$ cat src/sv/okl_pkg.sv
// shared types and constants for the opposing key last-input resolver
// no dependencies
`timescale 1ns / 1ps
`default_nettype none

package okl_pkg;

	localparam int KEY_W         = 8;
	localparam int NUM_REGS      = 8;
	localparam int REG_IDX_W     = $clog2(NUM_REGS);
	localparam int MAX_PAIRS     = NUM_REGS / 2;
	localparam int NUM_PAIRS_DEF = 4;
	localparam int IN_TDATA_W    = 8;
	localparam int IN_TUSER_W    = 2;
	localparam int OUT_TDATA_W   = 16;

	// default pairs: 'A'/'D' and 'W'/'S', the rest disabled
	localparam logic [KEY_W-1:0] PAIR_KEY_RST [NUM_REGS] = '{
		8'd65, 8'd68, 8'd87, 8'd83, 8'd0, 8'd0, 8'd0, 8'd0
	};

	typedef enum logic [1:0] {
		ST_RELEASED = 2'd0,
		ST_ACTIVE   = 2'd1,
		ST_NULLED   = 2'd2
	} status_t;

	typedef struct packed {
		logic             inject_release;
		logic [KEY_W-1:0] inject_key;
		logic             inject_valid;
		logic             pass_event;
	} result_t;

endpackage

`default_nettype wire

$ cat src/sv/okl_resolve.sv
// per-event resolve logic: home slot match, opposite lookup, status update
// depends on okl_pkg
`timescale 1ns / 1ps
`default_nettype none

module okl_resolve
	import okl_pkg::*;
#(
	parameter int NUM_PAIRS = NUM_PAIRS_DEF
) (
	input  wire logic [KEY_W-1:0] slot_key [2*NUM_PAIRS],
	input  wire status_t          status [2*NUM_PAIRS],
	input  wire logic [KEY_W-1:0] key_code,
	input  wire logic             is_release,
	input  wire logic             self_injected,
	output status_t               status_nxt [2*NUM_PAIRS],
	output result_t               result
);

	localparam int NSLOT  = 2 * NUM_PAIRS;
	localparam int SLOT_W = $clog2(NSLOT);

	logic              en [NSLOT];
	logic              h_found;
	logic [SLOT_W-1:0] h_idx;
	logic [SLOT_W-1:0] os_idx;
	logic [KEY_W-1:0]  opp_key;
	status_t           st_h;
	status_t           new_h;
	status_t           st_os;

	always_comb begin
		for (int s = 0; s < NSLOT; s++) begin
			en[s] = (slot_key[s & ~1] != '0) && (slot_key[s | 1] != '0);
		end
	end

	// highest enabled slot holding the event's key
	always_comb begin
		h_found = 1'b0;
		h_idx   = '0;
		for (int s = 0; s < NSLOT; s++) begin
			if (key_code != '0 && en[s] && slot_key[s] == key_code) begin
				h_found = 1'b1;
				h_idx   = SLOT_W'(s);
			end
		end
	end

	assign opp_key = slot_key[h_idx ^ SLOT_W'(1)];

	// the opposite key's own home slot, which may sit in a later pair
	always_comb begin
		os_idx = h_idx ^ SLOT_W'(1);
		for (int s = 0; s < NSLOT; s++) begin
			if (en[s] && slot_key[s] == opp_key) begin
				os_idx = SLOT_W'(s);
			end
		end
	end

	assign st_h  = status[h_idx];
	assign new_h = is_release ? ST_RELEASED : ST_ACTIVE;
	// a key paired with itself sees its own fresh status
	assign st_os = (os_idx == h_idx) ? new_h : status[os_idx];

	always_comb begin
		status_nxt            = status;
		result.pass_event     = 1'b1;
		result.inject_valid   = 1'b0;
		result.inject_key     = '0;
		result.inject_release = 1'b0;
		if (h_found && !self_injected) begin
			if (!is_release && st_h != ST_RELEASED) begin
				// repeated press: swallowed only while nulled
				result.pass_event = (st_h != ST_NULLED);
			end else begin
				status_nxt[h_idx] = new_h;
				if (st_os == (is_release ? ST_NULLED : ST_ACTIVE)) begin
					status_nxt[os_idx]    = is_release ? ST_ACTIVE : ST_NULLED;
					result.inject_valid   = 1'b1;
					result.inject_key     = opp_key;
					result.inject_release = !is_release;
				end
			end
		end
	end

endmodule

`default_nettype wire

$ cat src/sv/opposing_key_last_input_resolver.sv
// Opposing key resolver with last-input priority. Key events enter on the s_ stream
// (tdata = key code, tuser bit 0 = release, bit 1 = self injected) and one result per
// event leaves on the m_ stream. One event is taken every clock cycle while the m_ side
// keeps taking results. The input register loads at the event's transfer and the result
// register when the event advances, which waits while a held result is not yet taken.
// The key status is updated in the same cycle the result is registered, so back-to-back
// events on the same pair resolve in order. The user must write the pair keys through
// the cfg_ port only while no event is in flight; the block itself does not enforce it.
// depends on okl_pkg and okl_resolve
`timescale 1ns / 1ps
`default_nettype none

module opposing_key_last_input_resolver
	import okl_pkg::*;
#(
	parameter int NUM_PAIRS = NUM_PAIRS_DEF
) (
	input  wire logic                   clk,
	input  wire logic                   arst_n,
	input  wire logic                   cfg_we,
	input  wire logic [REG_IDX_W-1:0]   cfg_addr,
	input  wire logic [KEY_W-1:0]       cfg_wdata,
	input  wire logic                   s_tvalid,
	output logic                        s_tready,
	input  wire logic [IN_TDATA_W-1:0]  s_tdata,  // [7:0] key_code
	input  wire logic [IN_TUSER_W-1:0]  s_tuser,  // [0] is_release, [1] self_injected
	output logic                        m_tvalid,
	input  wire logic                   m_tready,
	output logic [OUT_TDATA_W-1:0]      m_tdata   // [0] pass_event, [1] inject_valid,
	                                              // [9:2] inject_key, [10] inject_release
);

	localparam int NSLOT = 2 * NUM_PAIRS;

	logic [KEY_W-1:0] pair_key_q [NUM_REGS];
	logic [KEY_W-1:0] slot_key [NSLOT];
	status_t          status_q [NSLOT];
	status_t          status_nxt [NSLOT];

	logic             vld_s1;
	logic [KEY_W-1:0] key_s1;
	logic             rel_s1;
	logic             self_s1;

	logic             out_vld_q;
	result_t          result_q;
	result_t          result;
	logic             advance;

	assign advance  = vld_s1 && (!out_vld_q || m_tready);
	assign s_tready = !vld_s1 || advance;

	always_comb begin
		for (int s = 0; s < NSLOT; s++) begin
			slot_key[s] = pair_key_q[s];
		end
	end

	always_ff @(posedge clk or negedge arst_n) begin
		if (!arst_n) begin
			pair_key_q <= PAIR_KEY_RST;
		end else if (cfg_we) begin
			pair_key_q[cfg_addr] <= cfg_wdata;
		end
	end

	// input register
	always_ff @(posedge clk or negedge arst_n) begin
		if (!arst_n) begin
			vld_s1 <= 1'b0;
		end else if (s_tready) begin
			vld_s1 <= s_tvalid;
		end
	end

	always_ff @(posedge clk) begin
		if (s_tready && s_tvalid) begin
			key_s1  <= s_tdata[KEY_W-1:0];
			rel_s1  <= s_tuser[0];
			self_s1 <= s_tuser[1];
		end
	end

	okl_resolve #(
		.NUM_PAIRS(NUM_PAIRS)
	) u_resolve (
		.slot_key     (slot_key),
		.status       (status_q),
		.key_code     (key_s1),
		.is_release   (rel_s1),
		.self_injected(self_s1),
		.status_nxt   (status_nxt),
		.result       (result)
	);

	// status and result register move together
	always_ff @(posedge clk or negedge arst_n) begin
		if (!arst_n) begin
			out_vld_q <= 1'b0;
			for (int s = 0; s < NSLOT; s++) begin
				status_q[s] <= ST_RELEASED;
			end
		end else begin
			if (advance) begin
				out_vld_q <= 1'b1;
				status_q  <= status_nxt;
			end else if (m_tready) begin
				out_vld_q <= 1'b0;
			end
		end
	end

	always_ff @(posedge clk) begin
		if (advance) begin
			result_q <= result;
		end
	end

	assign m_tvalid = out_vld_q;
	assign m_tdata  = {(OUT_TDATA_W - $bits(result_t))'(0), result_q};

endmodule

`default_nettype wire

$ cat config.mk
export PLATFORM = sky130hd
export DESIGN_NAME = opposing_key_last_input_resolver
export DESIGN_NICKNAME = d
export VERILOG_FILES = /design/src/sv/okl_pkg.sv /design/src/sv/okl_resolve.sv /design/src/sv/opposing_key_last_input_resolver.sv
export SDC_FILE = /design/constraint.sdc
export NUM_CORES = 1
export LEC_CHECK = 0
export CELL_PAD_IN_SITES_DETAIL_PLACEMENT = 0
export CELL_PAD_IN_SITES_GLOBAL_PLACEMENT = 1
export CORE_UTILIZATION = 55
export CTS_BUF_LIST = sky130_fd_sc_hd__clkbuf_16
export DETAILED_ROUTE_END_ITERATION = 7
export DONT_BUFFER_PORTS = 1
export GPL_TIMING_DRIVEN = 0
export PLACE_DENSITY_LB_ADDON = 0.12
export SLEW_MARGIN = 20
export SYNTH_ARGS = -nofsm -noshare
export SYNTH_HDL_FRONTEND = slang
export SYNTH_HIERARCHICAL = 1
export SYNTH_SLANG_ARGS = --single-unit
$ cat constraint.sdc
create_clock -name clk -period 14.7 [get_ports clk]
set_input_delay 0.735 -clock clk [delete_from_list [all_inputs] [get_ports clk]]
set_output_delay 0.735 -clock clk [all_outputs]
set_load 0.02 [all_outputs]
* After elaboration in Yosys (flattened, before gate mapping)
Cells that the tools add are included.
** Storage, ports and cells
- Register bits :: 103
- Bits of input ports :: 26
- Output and inout bits :: 18
- Logic and storage cells :: 160
** Operators by class
- Magnitude comparators :: 7
- Eq/ne operators :: 19
- Muxes and demuxes :: 49
- Bitwise logic cells :: 8
- Reduce and logical (&&, ||, !) cells :: 52
** Operators by type and width (number)
- $eq A8 B8 Y1 :: 16
- $reduce_bool A8 Y1 :: 9
- $bwmux W64 :: 1
- $mux W3 :: 12
- $bwmux W16 :: 2
- $logic_and A1 B1 Y1 :: 31
- $bmux W8 S3 :: 1
- $demux W8 S3 :: 1
- $mux W8 :: 3
- $mux W2 :: 11
- $ge A4 B4 Y1 const B :: 4
- $mux W16 :: 1
- $not A3 Y4 :: 4
- $mux W1 :: 13
- $bmux W2 S3 :: 2
- $demux W2 S3 :: 2
- $lt A4 B1 Y1 const B :: 3
- $logic_not A1 Y1 :: 4
- $not A1 Y1 :: 4
- $reduce_bool A2 Y1 :: 2
- $eq A3 B3 Y1 :: 1
- $reduce_and A3 Y1 :: 1
- $reduce_or A3 Y1 :: 1
- $eq A2 B2 Y1 :: 1
- other kinds (4) :: 5

* Longest topological paths before layout
- Word-level depth :: 34
- Mapped depth :: 26
- Mapped depth without buffers :: 18

* By module
Netlist, hierarchy kept.
** Modules (own cells, without submodules)
- okl_resolve :: instances 1, cells each 784, area each 5562.8 sq um, sequential area each 0.0 sq um
- opposing_key_last_input_resolver :: instances 1, cells each 211, area each 3831.2 sq um, sequential area each 2698.8 sq um

* Worst setup path before layout
Ideal clock, no wire load.
- Path kind :: register to register
- From :: register pair_key_q[46] in the netlist's numbering
- To :: register status_q[7] in the netlist's numbering
- Library setup time :: 0.125 ns
- Data arrival time :: 5.072 ns
- Required time :: 14.575 ns
- Setup slack :: 9.503 ns
- Cell stages (with the launch flop) :: 23
- Path buffers :: 4
- Period minus slack after synthesis :: 5.197 ns
- Cell sequence :: dfstp_2 clkbuf_2 xor2_1 nor4_1 and2_1 buf_6 o21ai_4 buf_12 mux2i_2 a221o_1 a311o_1 a211oi_2 o211ai_1 nor4_4 a2111oi_1 or4_4 mux2_4 and3b_2 nand4_4 buf_6 a221oi_2 o21ai_1 mux2_2
** On the way
- Longest elaborated chain between the ends :: 32
- Elaborated cells between the ends (all ways) :: 76
- Those cells by class :: order compare: 4; eq/ne: 11; mux: 37; bitwise: 5; reduce/logical: 19
** Ends and longest elaborated chain
- start: declaration :: line opposing_key_last_input_resolver.sv:35 : logic [KEY_W-1:0] pair_key_q [NUM_REGS];
- start signal: indexed assignment :: line opposing_key_last_input_resolver.sv:63 : pair_key_q[cfg_addr] <= cfg_wdata;
- $reduce_bool A8 Y1 :: line okl_resolve.sv:34 : en[s] = (slot_key[s & ~1] != '0) && (slot_key[s | 1] != '0);
- $logic_and A1 B1 Y1 :: line okl_resolve.sv:34
- $logic_and A1 B1 Y1 (2 in series) :: line okl_resolve.sv:43 : if (key_code != '0 && en[s] && slot_key[s] == key_code) begin
- $mux W2 (2 in series) :: line okl_resolve.sv:43
- $mux W3 (4 in series) :: line okl_resolve.sv:43
- $not A1 Y1 (no source line)
- $not A3 Y4 (not written as such) :: line okl_resolve.sv:50 : assign opp_key = slot_key[h_idx ^ SLOT_W'(1)];
- $bmux W8 S3 :: line okl_resolve.sv:50
- (+4 left out)
- $mux W3 (8 in series) :: line okl_resolve.sv:56 : if (en[s] && slot_key[s] == opp_key) begin
- $not A3 Y4 :: line okl_resolve.sv:65, okl_resolve.sv:80
- $ge A4 B4 Y1 (not written as such), or another cell as far along :: line okl_resolve.sv:80 : status_nxt[os_idx] = is_release ? ST_ACTIVE : ST_NULLED;
- $logic_and A1 B1 Y1 (not written as such) / $mux W2 (equally long branches) :: line okl_resolve.sv:80, okl_resolve.sv:65
- $mux W2, on equally long branches :: line okl_resolve.sv:80, okl_resolve.sv:65
- $demux W2 S3 / $mux W2 (equally long branches) :: line okl_resolve.sv:80, okl_resolve.sv:65
- $bwmux W16 / $eq A2 B2 Y1 (equally long branches) :: line okl_resolve.sv:80, okl_resolve.sv:79
- $mux W16 :: line okl_resolve.sv:79 : if (st_os == (is_release ? ST_NULLED : ST_ACTIVE)) begin
- end signal: assignment :: line opposing_key_last_input_resolver.sv:106 : status_q <= status_nxt;
- end: declaration :: line opposing_key_last_input_resolver.sv:37 : status_t status_q [NSLOT];
Parallel ways exist; a longest one is shown, timed or not. The select of a mux whose other input is x is not followed.
A chain may end at the register's enable or synchronous reset.

* Worst setup path in the final report
- From :: register pair_key_q[54] in the netlist's numbering
- To :: register status_q[8] in the netlist's numbering
** On the way
- Longest elaborated chain between the ends :: 33
- Elaborated cells between the ends (all ways) :: 79
- Those cells by class :: order compare: 4; eq/ne: 11; mux: 40; bitwise: 5; reduce/logical: 19
** Ends and longest elaborated chain (line)
- $reduce_bool A8 Y1 :: okl_resolve.sv:34
- $logic_and A1 B1 Y1 :: okl_resolve.sv:34
- $logic_and A1 B1 Y1 (2 in series) :: okl_resolve.sv:43
- $mux W1 :: okl_resolve.sv:43
- $mux W2 (2 in series) :: okl_resolve.sv:43
- $mux W3 (4 in series) :: okl_resolve.sv:43
- $not A1 Y1 (no source line)
- $not A3 Y4 (not written as such) :: okl_resolve.sv:50
- (+5 left out)
- $mux W3 (8 in series) :: okl_resolve.sv:56
- $not A3 Y4 :: okl_resolve.sv:65, okl_resolve.sv:80
- $ge A4 B4 Y1 (not written as such), or another cell as far along :: okl_resolve.sv:80
- $logic_and A1 B1 Y1 (not written as such) / $mux W2 (equally long branches) :: okl_resolve.sv:80, okl_resolve.sv:65
- $mux W2, on equally long branches :: okl_resolve.sv:80, okl_resolve.sv:65
- $demux W2 S3 / $mux W2 (equally long branches) :: okl_resolve.sv:80, okl_resolve.sv:65
- $bwmux W16 / $eq A2 B2 Y1 (equally long branches) :: okl_resolve.sv:80, okl_resolve.sv:79
- $mux W16 :: okl_resolve.sv:79
Parallel ways exist; a longest one is shown, timed or not. The select of a mux whose other input is x is not followed.

==> impl_metrics.json <==
{
  "slowest_stage": "a21oi_1",
  "postRouteAntennaNets": 0,
  "setup_viol_count_final": 0,
  "coreArea_sq_mm": 0.0166,
  "n_antenna_cell": 0,
  "finalSetupTns_ps": 0,
  "dieWidth_microns": 133,
  "final_cell_area_sq_mm": 0.0100,
  "place_area_sq_mm": 0.00969,
  "mostFrequentLayoutCell": "mux2_2",
  "cts_tree": "built",
  "grt_pass1_vias": 8557,
  "grt_start_max_net_pins": 83,
  "cap_violations": 0,
  "synth-seq-area-share": 0.287,
  "h-tree-depth": 3,
  "max-vdd-ir-drop_uv": 87.4,
  "die_area_sq_mm": 0.0176,
  "fin_total_pwr_mw": 1.29,
  "worst_pin_slew_ps": 1060,
  "num_vias": 8934,
  "fin_crit_sh": 0.503,
  "clk_pin_slew_ps": 90,
  "layout_common_cells": "91 x mux2_2, 71 x nand2_1, 69 x dfrtp_1",
  "clock_sinks": 103,
  "hold_violations": 0,
  "cp-end-kind": "register",
  "slew_headroom": 0.292,
  "fmax_mhz": 135,
  "drtPass1Iterations": 8,
  "overflow": 0,
  "synth-compound-area-share": 0.221,
  "dieHeight_microns": 133,
  "drv_slew": 0,
  "ys_types": 108,
  "postSynthCellCount": 995,
  "synth_top_family_by_area": "compound AO/OA/AOI/OAI gates",
  "ys.flop_type": "dfrtp_1",
  "drt-total-wl_microns": 35600,
  "status": "complete, no violations",
  "root_buffer": "clkbuf_16",
  "max_stage_delay_ps": 630,
  "synth_warnings": 6,
  "synthMuxAreaShare": 0.139,
  "routedWlPerCell_microns": 28.8,
  "power_density_mw_per_mm2": 129,
  "layout_min_cycle_time_ps": 7390,
  "drtIter0Drc": 1247,
  "viasPerCell": 7.23,
  "antenna_found_initial": 1,
  "fin_util": 0.601,
  "num_rows": 47,
  "syn_to_final_growth_pct": 6.46,
  "critPathKind": "reg -> reg",
  "yosys.area_share.adder": 0,
  "drc": 0,
  "finalNetCount": 1036,
  "cts_resized": 0,
  "clock_path_buffers": 2,
  "hold_buffers": 0,
  "drive_above_1_share": 0.250,
  "cp_max_fo": 10,
  "synth_edf_count": 21,
  "synth-async-reset-ratio": 0.796,
  "insertion_delay_ps": 360,
  "fillers": 1437,
  "place_congestion": 1.06,
  "numCtsBuffers": 9,
  "worst_ep_required_time_ps": 14950,
  "synth_xor_area_frac": 0.0960,
  "track_usage": 0.407,
  "hpwl_microns": 26800,
  "critical_path.cell_chain": "clkbuf_1 -> or4_1 -> nor2_1 -> a21oi_1 -> a32oi_2 -> o311ai_4 -> buf_4 -> buf_6 -> buf_6 -> buf_4 -> clkbuf_1 -> a31oi_1 -> o21ai_0 -> o2111ai_1 -> o21bai_1 -> nor4b_1 -> mux2i_1 -> and3b_2 -> o21a_2 -> nand2b_4 -> buf_2 -> o21a_1 -> mux2_2",
  "ys_ff_latch": 103,
  "skew_ps": 10.7,
  "rsz0062_at_grt": "no",
  "post_cts_buffers": 0,
  "worstHoldPathType": "in -> async",
  "initial_core_util": 0.564,
  "grt_pass1_wl_microns": 52900,
  "startpoint_type": "register",
  "avgSynthCellArea_sq_um": 9.44,
  "cp.arrival_ps": 7640,
  "synth-simple-area-share": 0.180,
  "io_pins": 44,
  "p_leak_nw": 3.88,
  "port_buffers": 0,
  "syn_area_sq_mm": 0.00939
}
[power breakdown]
group          total [mW]  leakage, nW  switching (mW)  internal, mW
Combinational       0.617         2.57           0.371         0.246
Clock               0.251        0.151           0.128         0.122
Sequential          0.420         1.16          0.0758         0.344
[worst max-delay path, delay by kind of cell, from the launching register on]
kind	cells	cell delay, ps
and+or+nand+nor	5	970
DFF	1	530
buffers and inverters	7	2100
muxes	2	370
AOI/OAI and AO/OA	9	3290
[logic make-up (layout without fill, tap and decap cells)]
group / Yosys count / in the layout
and+or+nand+nor: 297 / 297
DFF: 103 / 103
muxes: 115 / 115
other: 1 / 5
buffers and inverters: 118 / 134
xor gates and xnor gates: 103 / 103
AOI/OAI and AO/OA: 258 / 258
[layer usage]
metal	GRT usage	share of wire	up-vias
met5	0	0	-
met1	0.553	0.41	4350
met3	0.0866	0.11	136
li1	-	-	3789
met2	0.601	0.43	659
met4	0.231	0.055	0
[cell type report]
type / instances / area, sq um / share of cell area
well taps: 220 / 275 / 0.0275
clock inverters: 7 / 86.3 / 0.00863
multi-input cells: 778 / 6000 / 0.600
inverters: 27 / 101 / 0.0101
flip-flops and latches: 103 / 2700 / 0.270
clock buffers: 9 / 225 / 0.0225
plain buffers: 91 / 612 / 0.0612
[metrics by stage]
stage                     cells  setup WS [ps]  hold slack (ps)
after global placement     1219           7640              441
after floorplan             999           9500              439
after global routing       1235           7120             50.6
final                      1235           7310             56.6
after CTS                  1235           7690             47.5
after detailed placement   1219           7710              440
[state kept, by name (all words and copies together) (netlist names)]
register,count
key_s1,8
m_tdata,11
m_tvalid,1
pair_key_q,64
rel_s1,1
self_s1,1
status_q,16
vld_s1,1
[cell usage after synthesis, types with 13 or more instances]
| cell type | count | area [sq um] |
|---|---|---|
| a211oi_1 | 13 | 97.6 |
| a21oi_1 | 28 | 140 |
| buf_2 | 34 | 170 |
| buf_4 | 14 | 105 |
| buf_6 | 21 | 236 |
| clkbuf_1 | 20 | 75.1 |
| dfrtp_1 | 69 | 1730 |
| dfstp_2 | 13 | 342 |
| edfxtp_1 | 21 | 631 |
| inv_1 | 27 | 101 |
| mux2_2 | 91 | 1020 |
| mux2i_1 | 17 | 170 |
| nand2_1 | 71 | 267 |
| nand3_1 | 21 | 105 |
| nand4_1 | 20 | 125 |
| nor2_1 | 54 | 203 |
| nor3_1 | 24 | 120 |
| nor4_1 | 29 | 181 |
| o211ai_1 | 22 | 165 |
| o21ai_0 | 29 | 145 |
| xnor2_1 | 58 | 508 |
| xor2_1 | 45 | 394 |
[worst paths after layout]
kind,slack [ps],depth (start not counted),end,start
hold / removal,60,0,status_q[13],arst_n
setup reg to reg,7310,23,status_q[8],pair_key_q[54]
hold reg to reg,510,1,pair_key_q[22],pair_key_q[22]
min in group clk,470,0,key_s1[7],s_tdata[7]
setup / recovery,7310,23,status_q[8],pair_key_q[54]
max in group asynchronous,14400,0,pair_key_q[44],arst_n
(Power assumes the default switching activity.)
